`src/rtl/core/stpd_pkg.sv`:
```
// Shared types and constants for the slot table dispatcher.
// Used by stpd_ctrl, stpd_datapath and slot_table_min_priority_dispatch.
package stpd_pkg;

  localparam int SLOTS_DEF     = 10;
  localparam int TAG_WIDTH_DEF = 32;

  localparam int PRIO_W     = 4;
  localparam int IN_TAG_W   = 32;
  localparam int OUT_TAG_W  = 32;
  localparam int IN_DATA_W  = 40;  // priority + tag, padded to whole bytes
  localparam int OUT_DATA_W = 40;
  localparam int OUT_USER_W = 2;

  localparam logic [PRIO_W-1:0] LIMIT_RESET = 4'd9;

  typedef enum logic {
    OP_INSERT = 1'b0,
    OP_TICK   = 1'b1
  } op_t;

  typedef enum logic [2:0] {
    ST_IDLE,
    ST_INS_SCAN,
    ST_TICK_READ,
    ST_TICK_DRAIN,
    ST_FINISH
  } state_t;

  typedef struct packed {
    logic load;      // latch the item, rewind the slot counter
    logic ins_step;  // test one slot for space, store there if free
    logic rd_step;   // read one slot for the minimum search
    logic finish;    // load the result register, free the picked slot on a tick
  } cmd_t;

  typedef struct packed {
    logic idx_last;
    logic slot_free;
    logic out_free;
  } status_t;

endpackage

```
`src/rtl/core/stpd_ctrl.sv`:
```
// Sequencer for the slot table dispatcher.
// Depends on stpd_pkg for the state, command and status types.
module stpd_ctrl (
  input  logic              clk,
  input  logic              rst,
  input  logic              s_valid,
  output logic              s_ready,
  input  stpd_pkg::op_t     s_op,
  output stpd_pkg::cmd_t    cmd,
  input  stpd_pkg::status_t status
);
  import stpd_pkg::*;

  state_t state;
  state_t state_next;

  always_ff @(posedge clk) begin
    if (rst) begin
      state <= ST_IDLE;
    end else begin
      state <= state_next;
    end
  end

  always_comb begin
    state_next = state;
    case (state)
      ST_IDLE: begin
        if (s_valid) begin
          state_next = (s_op == OP_TICK) ? ST_TICK_READ : ST_INS_SCAN;
        end
      end
      ST_INS_SCAN: begin
        if (status.slot_free || status.idx_last) begin
          state_next = ST_FINISH;
        end
      end
      ST_TICK_READ: begin
        if (status.idx_last) begin
          state_next = ST_TICK_DRAIN;
        end
      end
      ST_TICK_DRAIN: begin
        state_next = ST_FINISH;
      end
      ST_FINISH: begin
        if (status.out_free) begin
          state_next = ST_IDLE;
        end
      end
      default: begin
        state_next = ST_IDLE;
      end
    endcase
  end

  always_comb begin
    s_ready = 1'b0;
    cmd     = '0;
    case (state)
      ST_IDLE: begin
        s_ready  = 1'b1;
        cmd.load = s_valid;
      end
      ST_INS_SCAN: begin
        cmd.ins_step = 1'b1;
      end
      ST_TICK_READ: begin
        cmd.rd_step = 1'b1;
      end
      ST_FINISH: begin
        cmd.finish = status.out_free;
      end
      default: begin
        cmd = '0;
      end
    endcase
  end

endmodule

```
`src/rtl/core/stpd_datapath.sv`:
```
// Slot table, minimum search, limit register and result register.
// Depends on stpd_pkg; driven by stpd_ctrl through cmd_t and status_t.
module stpd_datapath #(
  parameter int SLOTS     = stpd_pkg::SLOTS_DEF,
  parameter int TAG_WIDTH = stpd_pkg::TAG_WIDTH_DEF
) (
  input  logic                            clk,
  input  logic                            rst,
  input  stpd_pkg::cmd_t                  cmd,
  output stpd_pkg::status_t               status,
  input  stpd_pkg::op_t                   in_op,
  input  logic [stpd_pkg::PRIO_W-1:0]     in_prio,
  input  logic [stpd_pkg::IN_TAG_W-1:0]   in_tag,
  input  logic                            cfg_we,
  input  logic [stpd_pkg::PRIO_W-1:0]     cfg_limit,
  output logic                            out_valid,
  input  logic                            out_ready,
  output logic                            out_accepted,
  output logic                            out_dispatched,
  output logic [stpd_pkg::PRIO_W-1:0]     out_prio,
  output logic [stpd_pkg::OUT_TAG_W-1:0]  out_tag
);
  import stpd_pkg::*;

  localparam int IDX_W = (SLOTS > 1) ? $clog2(SLOTS) : 1;
  localparam logic [IDX_W-1:0] IDX_LAST = IDX_W'(SLOTS - 1);

  logic [PRIO_W-1:0]    limit;
  logic [SLOTS-1:0]     valid;
  logic [PRIO_W-1:0]    prio_mem [SLOTS];
  logic [TAG_WIDTH-1:0] tag_mem  [SLOTS];

  op_t                  item_op;
  logic [PRIO_W-1:0]    item_prio;
  logic [TAG_WIDTH-1:0] item_tag;
  logic [IDX_W-1:0]     idx;

  logic                 rd_pend;
  logic                 rd_ok;
  logic [IDX_W-1:0]     rd_idx;
  logic [PRIO_W-1:0]    rd_prio;
  logic [TAG_WIDTH-1:0] rd_tag;

  logic                 found;
  logic [IDX_W-1:0]     pick;
  logic [PRIO_W-1:0]    best;
  logic [TAG_WIDTH-1:0] best_tag;

  logic [TAG_WIDTH+IN_TAG_W-1:0]  in_tag_ext;
  logic [TAG_WIDTH+OUT_TAG_W-1:0] best_tag_ext;
  logic                           slot_free;
  logic                           better;

  assign in_tag_ext   = {{TAG_WIDTH{1'b0}}, in_tag};
  assign best_tag_ext = {{OUT_TAG_W{1'b0}}, best_tag};
  assign slot_free    = ~valid[idx];
  assign better       = rd_pend && rd_ok && (rd_prio < best);

  assign status.idx_last  = (idx == IDX_LAST);
  assign status.slot_free = slot_free;
  assign status.out_free  = ~out_valid | out_ready;

  always_ff @(posedge clk) begin
    if (rst) begin
      limit <= LIMIT_RESET;
    end else if (cfg_we) begin
      limit <= cfg_limit;
    end
  end

  // Slot memories: one write port for inserts, one registered read port for the scan.
  always_ff @(posedge clk) begin
    if (cmd.ins_step && slot_free) begin
      prio_mem[idx] <= item_prio;
      tag_mem[idx]  <= item_tag;
    end
  end

  always_ff @(posedge clk) begin
    if (cmd.rd_step) begin
      rd_prio <= prio_mem[idx];
      rd_tag  <= tag_mem[idx];
    end
  end

  always_ff @(posedge clk) begin
    if (rst) begin
      valid <= '0;
    end else if (cmd.ins_step && slot_free) begin
      valid[idx] <= 1'b1;
    end else if (cmd.finish && item_op == OP_TICK && found) begin
      valid[pick] <= 1'b0;
    end
  end

  always_ff @(posedge clk) begin
    if (rst) begin
      rd_pend <= 1'b0;
    end else begin
      rd_pend <= cmd.rd_step;
    end
  end

  always_ff @(posedge clk) begin
    if (cmd.rd_step) begin
      rd_ok  <= valid[idx];
      rd_idx <= idx;
    end
  end

  always_ff @(posedge clk) begin
    if (cmd.load) begin
      item_op   <= in_op;
      item_prio <= in_prio;
      item_tag  <= in_tag_ext[TAG_WIDTH-1:0];
      idx       <= '0;
      best      <= limit;
      found     <= 1'b0;
    end else begin
      if (cmd.ins_step || cmd.rd_step) begin
        idx <= idx + 1'b1;
      end
      if (cmd.ins_step && slot_free) begin
        found <= 1'b1;
      end
      if (better) begin
        best     <= rd_prio;
        best_tag <= rd_tag;
        pick     <= rd_idx;
        found    <= 1'b1;
      end
    end
  end

  always_ff @(posedge clk) begin
    if (rst) begin
      out_valid <= 1'b0;
    end else if (cmd.finish) begin
      out_valid <= 1'b1;
    end else if (out_ready) begin
      out_valid <= 1'b0;
    end
  end

  always_ff @(posedge clk) begin
    if (cmd.finish) begin
      if (item_op == OP_TICK) begin
        out_accepted   <= 1'b0;
        out_dispatched <= found;
        out_prio       <= found ? best : '0;
        out_tag        <= found ? best_tag_ext[OUT_TAG_W-1:0] : '0;
      end else begin
        out_accepted   <= found;
        out_dispatched <= 1'b0;
        out_prio       <= '0;
        out_tag        <= '0;
      end
    end
  end

  a_cmd_onehot: assert property (@(posedge clk) disable iff (rst)
    $onehot0({cmd.load, cmd.ins_step, cmd.rd_step, cmd.finish}))
    else $error("more than one datapath command at once");

  a_finish_room: assert property (@(posedge clk) disable iff (rst)
    cmd.finish |-> (!out_valid || out_ready))
    else $error("result loaded over an untaken result");

  a_insert_marks: assert property (@(posedge clk) disable iff (rst)
    cmd.ins_step && slot_free |=> valid[$past(idx)])
    else $error("stored slot not marked occupied");

  a_dispatch_frees: assert property (@(posedge clk) disable iff (rst)
    cmd.finish && item_op == OP_TICK && found |=> !valid[$past(pick)])
    else $error("dispatched slot still occupied");

endmodule

```
`src/rtl/core/slot_table_min_priority_dispatch.sv`:
```
// Top level of the slot table minimum-priority dispatcher.
// Depends on stpd_pkg, stpd_ctrl and stpd_datapath.
//
//  channel  | direction | signals                               | content
//  ---------+-----------+---------------------------------------+-----------------------------
//  s_axis   | in        | tvalid tready tdata[39:0] tuser[0]    | insert request or tick
//  m_axis   | out       | tvalid tready tdata[39:0] tuser[1:0]  | one result per transaction
//  cfg      | in        | valid ready data[3:0]                 | dispatch limit register
//
// An insert walks the valid bits one slot a cycle from slot 0 and stops at the first
// free one, or at the last slot when none is free; then the result register is loaded.
// A tick reads one slot a cycle through the registered memory port and keeps a running
// minimum, then drains the last read and loads the result register.
// Reset clears all valid bits at once and sets the limit to 9; no clearing pass.
// A stalled result holds in the output register; the next item is taken meanwhile and
// waits at its end until that register is free.
module slot_table_min_priority_dispatch #(
  parameter int SLOTS     = stpd_pkg::SLOTS_DEF,
  parameter int TAG_WIDTH = stpd_pkg::TAG_WIDTH_DEF
) (
  input  logic                                clk,
  input  logic                                rst,
  // s_axis_tdata: req_priority[3:0], req_tag[35:4], zero padding[39:36]
  input  logic                                s_axis_tvalid,
  output logic                                s_axis_tready,
  input  logic [stpd_pkg::IN_DATA_W-1:0]      s_axis_tdata,
  // s_axis_tuser: opcode[0]
  input  logic [0:0]                          s_axis_tuser,
  // m_axis_tdata: out_priority[3:0], out_tag[35:4], zero padding[39:36]
  output logic                                m_axis_tvalid,
  input  logic                                m_axis_tready,
  output logic [stpd_pkg::OUT_DATA_W-1:0]     m_axis_tdata,
  // m_axis_tuser: accepted[0], dispatched[1]
  output logic [stpd_pkg::OUT_USER_W-1:0]     m_axis_tuser,
  input  logic                                cfg_valid,
  output logic                                cfg_ready,
  input  logic [stpd_pkg::PRIO_W-1:0]         cfg_data
);
  import stpd_pkg::*;

  cmd_t                 cmd;
  status_t              status;
  op_t                  in_op;
  logic                 out_accepted;
  logic                 out_dispatched;
  logic [PRIO_W-1:0]    out_prio;
  logic [OUT_TAG_W-1:0] out_tag;

  // The limit register takes a write in any cycle.
  assign cfg_ready = 1'b1;

  assign in_op = op_t'(s_axis_tuser[0]);

  // Pack the result transaction, zero padding in the top nibble.
  assign m_axis_tdata = {{(OUT_DATA_W - PRIO_W - OUT_TAG_W){1'b0}}, out_tag, out_prio};
  assign m_axis_tuser = {out_dispatched, out_accepted};

  stpd_ctrl u_ctrl (
    .clk     (clk),
    .rst     (rst),
    .s_valid (s_axis_tvalid),
    .s_ready (s_axis_tready),
    .s_op    (in_op),
    .cmd     (cmd),
    .status  (status)
  );

  stpd_datapath #(
    .SLOTS     (SLOTS),
    .TAG_WIDTH (TAG_WIDTH)
  ) u_datapath (
    .clk            (clk),
    .rst            (rst),
    .cmd            (cmd),
    .status         (status),
    .in_op          (in_op),
    .in_prio        (s_axis_tdata[PRIO_W-1:0]),
    .in_tag         (s_axis_tdata[PRIO_W+IN_TAG_W-1:PRIO_W]),
    .cfg_we         (cfg_valid & cfg_ready),
    .cfg_limit      (cfg_data),
    .out_valid      (m_axis_tvalid),
    .out_ready      (m_axis_tready),
    .out_accepted   (out_accepted),
    .out_dispatched (out_dispatched),
    .out_prio       (out_prio),
    .out_tag        (out_tag)
  );

endmodule
```
`config.mk`:
```
export PLATFORM = sky130hd
export DESIGN_NAME = slot_table_min_priority_dispatch
export DESIGN_NICKNAME = d
export VERILOG_FILES = /design/src/rtl/core/stpd_pkg.sv /design/src/rtl/core/stpd_ctrl.sv /design/src/rtl/core/stpd_datapath.sv /design/src/rtl/core/slot_table_min_priority_dispatch.sv
export SDC_FILE = /design/constraint.sdc
export NUM_CORES = 1
export LEC_CHECK = 0
export BUFFER_PORTS_ARGS = -buffer_cell sky130_fd_sc_hd__buf_2
export CAP_MARGIN = 10
export CORE_MARGIN = 3
export CORE_UTILIZATION = 50
export DETAILED_ROUTE_END_ITERATION = 6
export PLACE_DENSITY_LB_ADDON = 0.3
export SYNTH_ARGS = -nofsm -noshare
export SYNTH_HDL_FRONTEND = slang
export SYNTH_SLANG_ARGS = --single-unit
```
`constraint.sdc`:
```
create_clock -name clk -period 5.9 [get_ports clk]
set_input_delay 1.18 -clock clk [delete_from_list [all_inputs] [get_ports clk]]
set_output_delay 1.18 -clock clk [all_outputs]
set_load 0.005 [all_outputs]
```
==> results.sh <==
export IMPL_status="complete, no violations"
export IMPL_crit_type="reg2reg"
export IMPL_setup_worst_path_start_class="flop"
export IMPL_post_route_cell_area_mm2=0.0229
export IMPL_cts_buffers=52
export IMPL_hold_start="u_datapath.rd_tag[7]"
export IMPL_setup_violations=0
export IMPL_clock_sinks=540
export IMPL_core_area_mm2=0.0399
export IMPL_postCtsHoldBufs=0
export IMPL_syn_inst=1029
export IMPL_cts_tree="built"
export IMPL_layout_drive_gt1_share_pct=23.5
export IMPL_max_freq_mhz=252
export IMPL_cts_htree_levels=2
export IMPL_hold_depth=0
export IMPL_maxSlewHeadroom_pct=31.9
export IMPL_synth_top_area_share_pct=76.3
export IMPL_place_congestion=0.812
export IMPL_grt_overflow_total=0
export IMPL_hold_class="reg2reg"
export IMPL_path_cells="buf_4, nand2_1, o21ai_0, a221oi_4, o21a_1, and3_2, buf_4"
export IMPL_yosysTopAreaCell="edfxtp_1"
export IMPL_worstRegToRegCells=7
export IMPL_seq_area_mm2=0.0160
export IMPL_syn_area_mm2=0.0203
export IMPL_clkTransAtPathRegs_ns=0.06
export IMPL_area_growth_pct=12.6
export IMPL_vdd_drop_max_uv=250
export IMPL_antenna_left=0
export IMPL_r2r_start="u_datapath.idx[0]"
export IMPL_die_area_mm2=0.0431
export IMPL_powerDensity_mw_per_mm2=365
export IMPL_multi_input_area_mm2=0.00400
export IMPL_fin_crit_sh_pct=67.3
export IMPL_worst_clock_skew_ns=0.00967
export IMPL_drc_errors=0
export IMPL_num_rows=73
export IMPL_crit_top_cell="buf_4"
export IMPL_cts_setup_buffers=0
export IMPL_ys_ff_latch=540
export IMPL_grt_max_degree=62
export IMPL_dr_total_vias=9572
export IMPL_required_ns=6.15
export IMPL_clk_latency_ns=0.57
export IMPL_p_leak_nw=7.57
export IMPL_synth_edff_count=516
export IMPL_cpPeakStageDelay_ns=0.83
export IMPL_ys_top_cells_by_area="edfxtp_1 (76%), mux4_2 (8.0%), dfxtp_1 (2.4%), mux2i_1 (1.9%), a211oi_1 (1.5%)"
export IMPL_drt_iter0_markers=575
export IMPL_placed_cell_area_mm2=0.0213
export IMPL_ys_warn_count=0
export IMPL_drt_vias_per_instance=5.65
export IMPL_antenna_cells=0
export IMPL_path_max_fanout=49
export IMPL_wirelength_mm=38.0
export IMPL_fillers=2962
export IMPL_crit_slowest_cell="and3_2"
export IMPL_reg2reg_to="u_datapath.tag_mem[4][11]"
export IMPL_worstSetupEndpointType="flop"
export IMPL_grt_pass1_vias=9950
export IMPL_setup_tns_ns=0
export IMPL_drv_cap=0
export IMPL_io_pins=95
export IMPL_die_h_um=207
export IMPL_reg2reg_slack_ns=1.93
export IMPL_period_minus_slack_ns=3.97
export IMPL_synth_main_ff_cell="edfxtp_1"
export IMPL_yosysSeqAreaShare_pct=78.7
export IMPL_finish_net_count=1185
export IMPL_worstMarginPinSlew_ns=1.02
export IMPL_hpwl_mm=20.2
export IMPL_clockBufferDepth=3
export IMPL_final_core_util_pct=57.3
export IMPL_routedWlPerCell_um=22.5
export IMPL_grt_antenna_before_repair=0
export IMPL_die_x_um=207
export IMPL_arrival_ns=4.22
export IMPL_hold_end="u_datapath.best_tag[7]"
export IMPL_async_reset_ff_share_pct=0
export IMPL_synth_distinct_cells=52
export IMPL_drt_first_pass_iters=5
export IMPL_cts_root_buf="clkbuf_16"
export IMPL_cts_repair_resized=0
export IMPL_port_buffers=85
export IMPL_grt_first_pass_wirelength_mm=59.2
export IMPL_rsz0062_at_grt="false"
export IMPL_grt_usage_pct=17.9
export IMPL_start_util_pct=50.9
export IMPL_finalMaxSlewViolations=0
export IMPL_hold_viol_final=0
export IMPL_syn_avg_cell_area_um2=19.7
[routing by layer]
metal  up-vias  global-route usage [%]  routed length (µm)
met5         -                       0                   0
met4         0                    5.62                 887
met1      4878                    24.1               16100
met2       286                    30.6               19200
li1       4340                       -                   -
met3        68                    2.77                1860
[Yosys cell counts (6+ instances only)]
| cell | count |
|---|---|
| nor2_1 | 10 |
| edfxtp_1 | 516 |
| ha_1 | 7 |
| a211oi_1 | 41 |
| dfxtp_1 | 24 |
| buf_4 | 12 |
| buf_2 | 13 |
| inv_1 | 14 |
| nand2_1 | 21 |
| nor3_1 | 10 |
| mux4_2 | 72 |
| and3_1 | 44 |
| a22oi_1 | 6 |
| mux2i_1 | 39 |
| nor2b_1 | 44 |
| o2111ai_1 | 9 |
| clkbuf_1 | 32 |
| a21oi_1 | 44 |
| nand2b_1 | 12 |
| buf_1 | 7 |
[worst max-delay path, delay by kind of cell (launching register included)]
family                 cells  cell delay [ns]
AOI/OAI and AO/OA          3             1.10
and+or+nand+nor            2             0.96
buffers and inverters      2             0.89
DFF                        1             0.61
[through the flow]
step | hold WS (ns) | cells | power [W] | worst slack [ns]
3_5_place_dp | 0.405 | 1599 | 0.00534 | 1.95
5_1_grt | 0.423 | 1693 | 0.00867 | 1.67
3_3_place_gp | 0.400 | 1599 | 0.00532 | 1.98
4_1_cts | 0.420 | 1693 | 0.00844 | 1.93
6_report | 0.416 | 1693 | 0.00834 | 1.93
2_1_floorplan | 0.400 | 1032 | 0.00513 | 0.0442
[cells in the final DEF (no fill, tap or decap), types with 6 or more instances in the layout]
master	count
nor3_1	9
mux2i_1	39
inv_1	13
and3_1	37
nor2_1	9
buf_4	22
o2111ai_1	9
edfxtp_1	516
nand2b_1	12
ha_1	7
clkbuf_1	11
mux4_2	72
clkinv_1	14
dfxtp_1	20
a22oi_1	6
a211oi_1	41
a21oi_1	44
clkinv_2	11
buf_2	85
and3_2	7
nor2b_1	44
nand2_1	21
clkbuf_16	53
[kinds of logic (layout without fill, tap and decap cells)]
family / count (synthesis) / after routing / synth area share [%]
adder cells (fa/ha/maj): 7 / 7 / 0.431
multiplexers: 115 / 115 / 10.1
other: 2 / 5 / 0.0370
flip-flops: 540 / 540 / 78.7
AO/OA/AOI/OAI: 128 / 128 / 4.42
XOR/XNOR: 1 / 1 / 0.0432
buffers and inverters: 80 / 216 / 1.82
AND/OR/NAND/NOR: 156 / 156 / 4.42
[state kept, by name, indices dropped and copies added (netlist names)]
register	cells
u_datapath.out_tag	32
u_datapath.out_valid	1
u_ctrl.state	3
u_datapath.item_op	1
u_datapath.found	1
u_datapath.rd_prio	4
u_datapath.out_prio	4
u_datapath.rd_pend	1
u_datapath.pick	4
u_datapath.best	4
u_datapath.valid	10
u_datapath.rd_ok	1
u_datapath.item_tag	32
u_datapath.best_tag	32
u_datapath.out_dispatched	1
u_datapath.item_prio	4
u_datapath.limit	4
u_datapath.idx	4
u_datapath.tag_mem	320
u_datapath.out_accepted	1
u_datapath.prio_mem	40
u_datapath.rd_idx	4
u_datapath.rd_tag	32
[power breakdown]
group / switching [W] / total, W / internal, W
Sequential: 0.000135 / 0.00448 / 0.00435
Clock: 0.00133 / 0.00310 / 0.00177
Combinational: 0.000374 / 0.000759 / 0.000385
[final cells by class]
cell class                 count  area share (%)
sequential                   540            69.9
multi-input combinational    412            17.5
clock buffer                  64            5.98
tap                          525            2.87
timing repair buffer         107            2.58
clock inverter                30           0.936
inverter                      15           0.246
[how the worst max path moves through the flow]
stage / from / endpoint / slack (ns)
final: u_datapath.idx[0] / u_datapath.tag_mem[4][11] / 1.93
after global routing: u_datapath.idx[0] / u_datapath.tag_mem[4][15] / 1.67
after CTS: u_datapath.idx[0] / u_datapath.tag_mem[6][3] / 1.93
after detailed placement: u_datapath.idx[0] / u_datapath.tag_mem[6][21] / 1.95
after global placement: u_datapath.idx[0] / u_datapath.tag_mem[6][21] / 1.98
after floorplan: u_datapath.idx[0] / u_datapath.prio_mem[3][0] / 0.04
No activity file was read; power rests on OpenSTA's default activity.
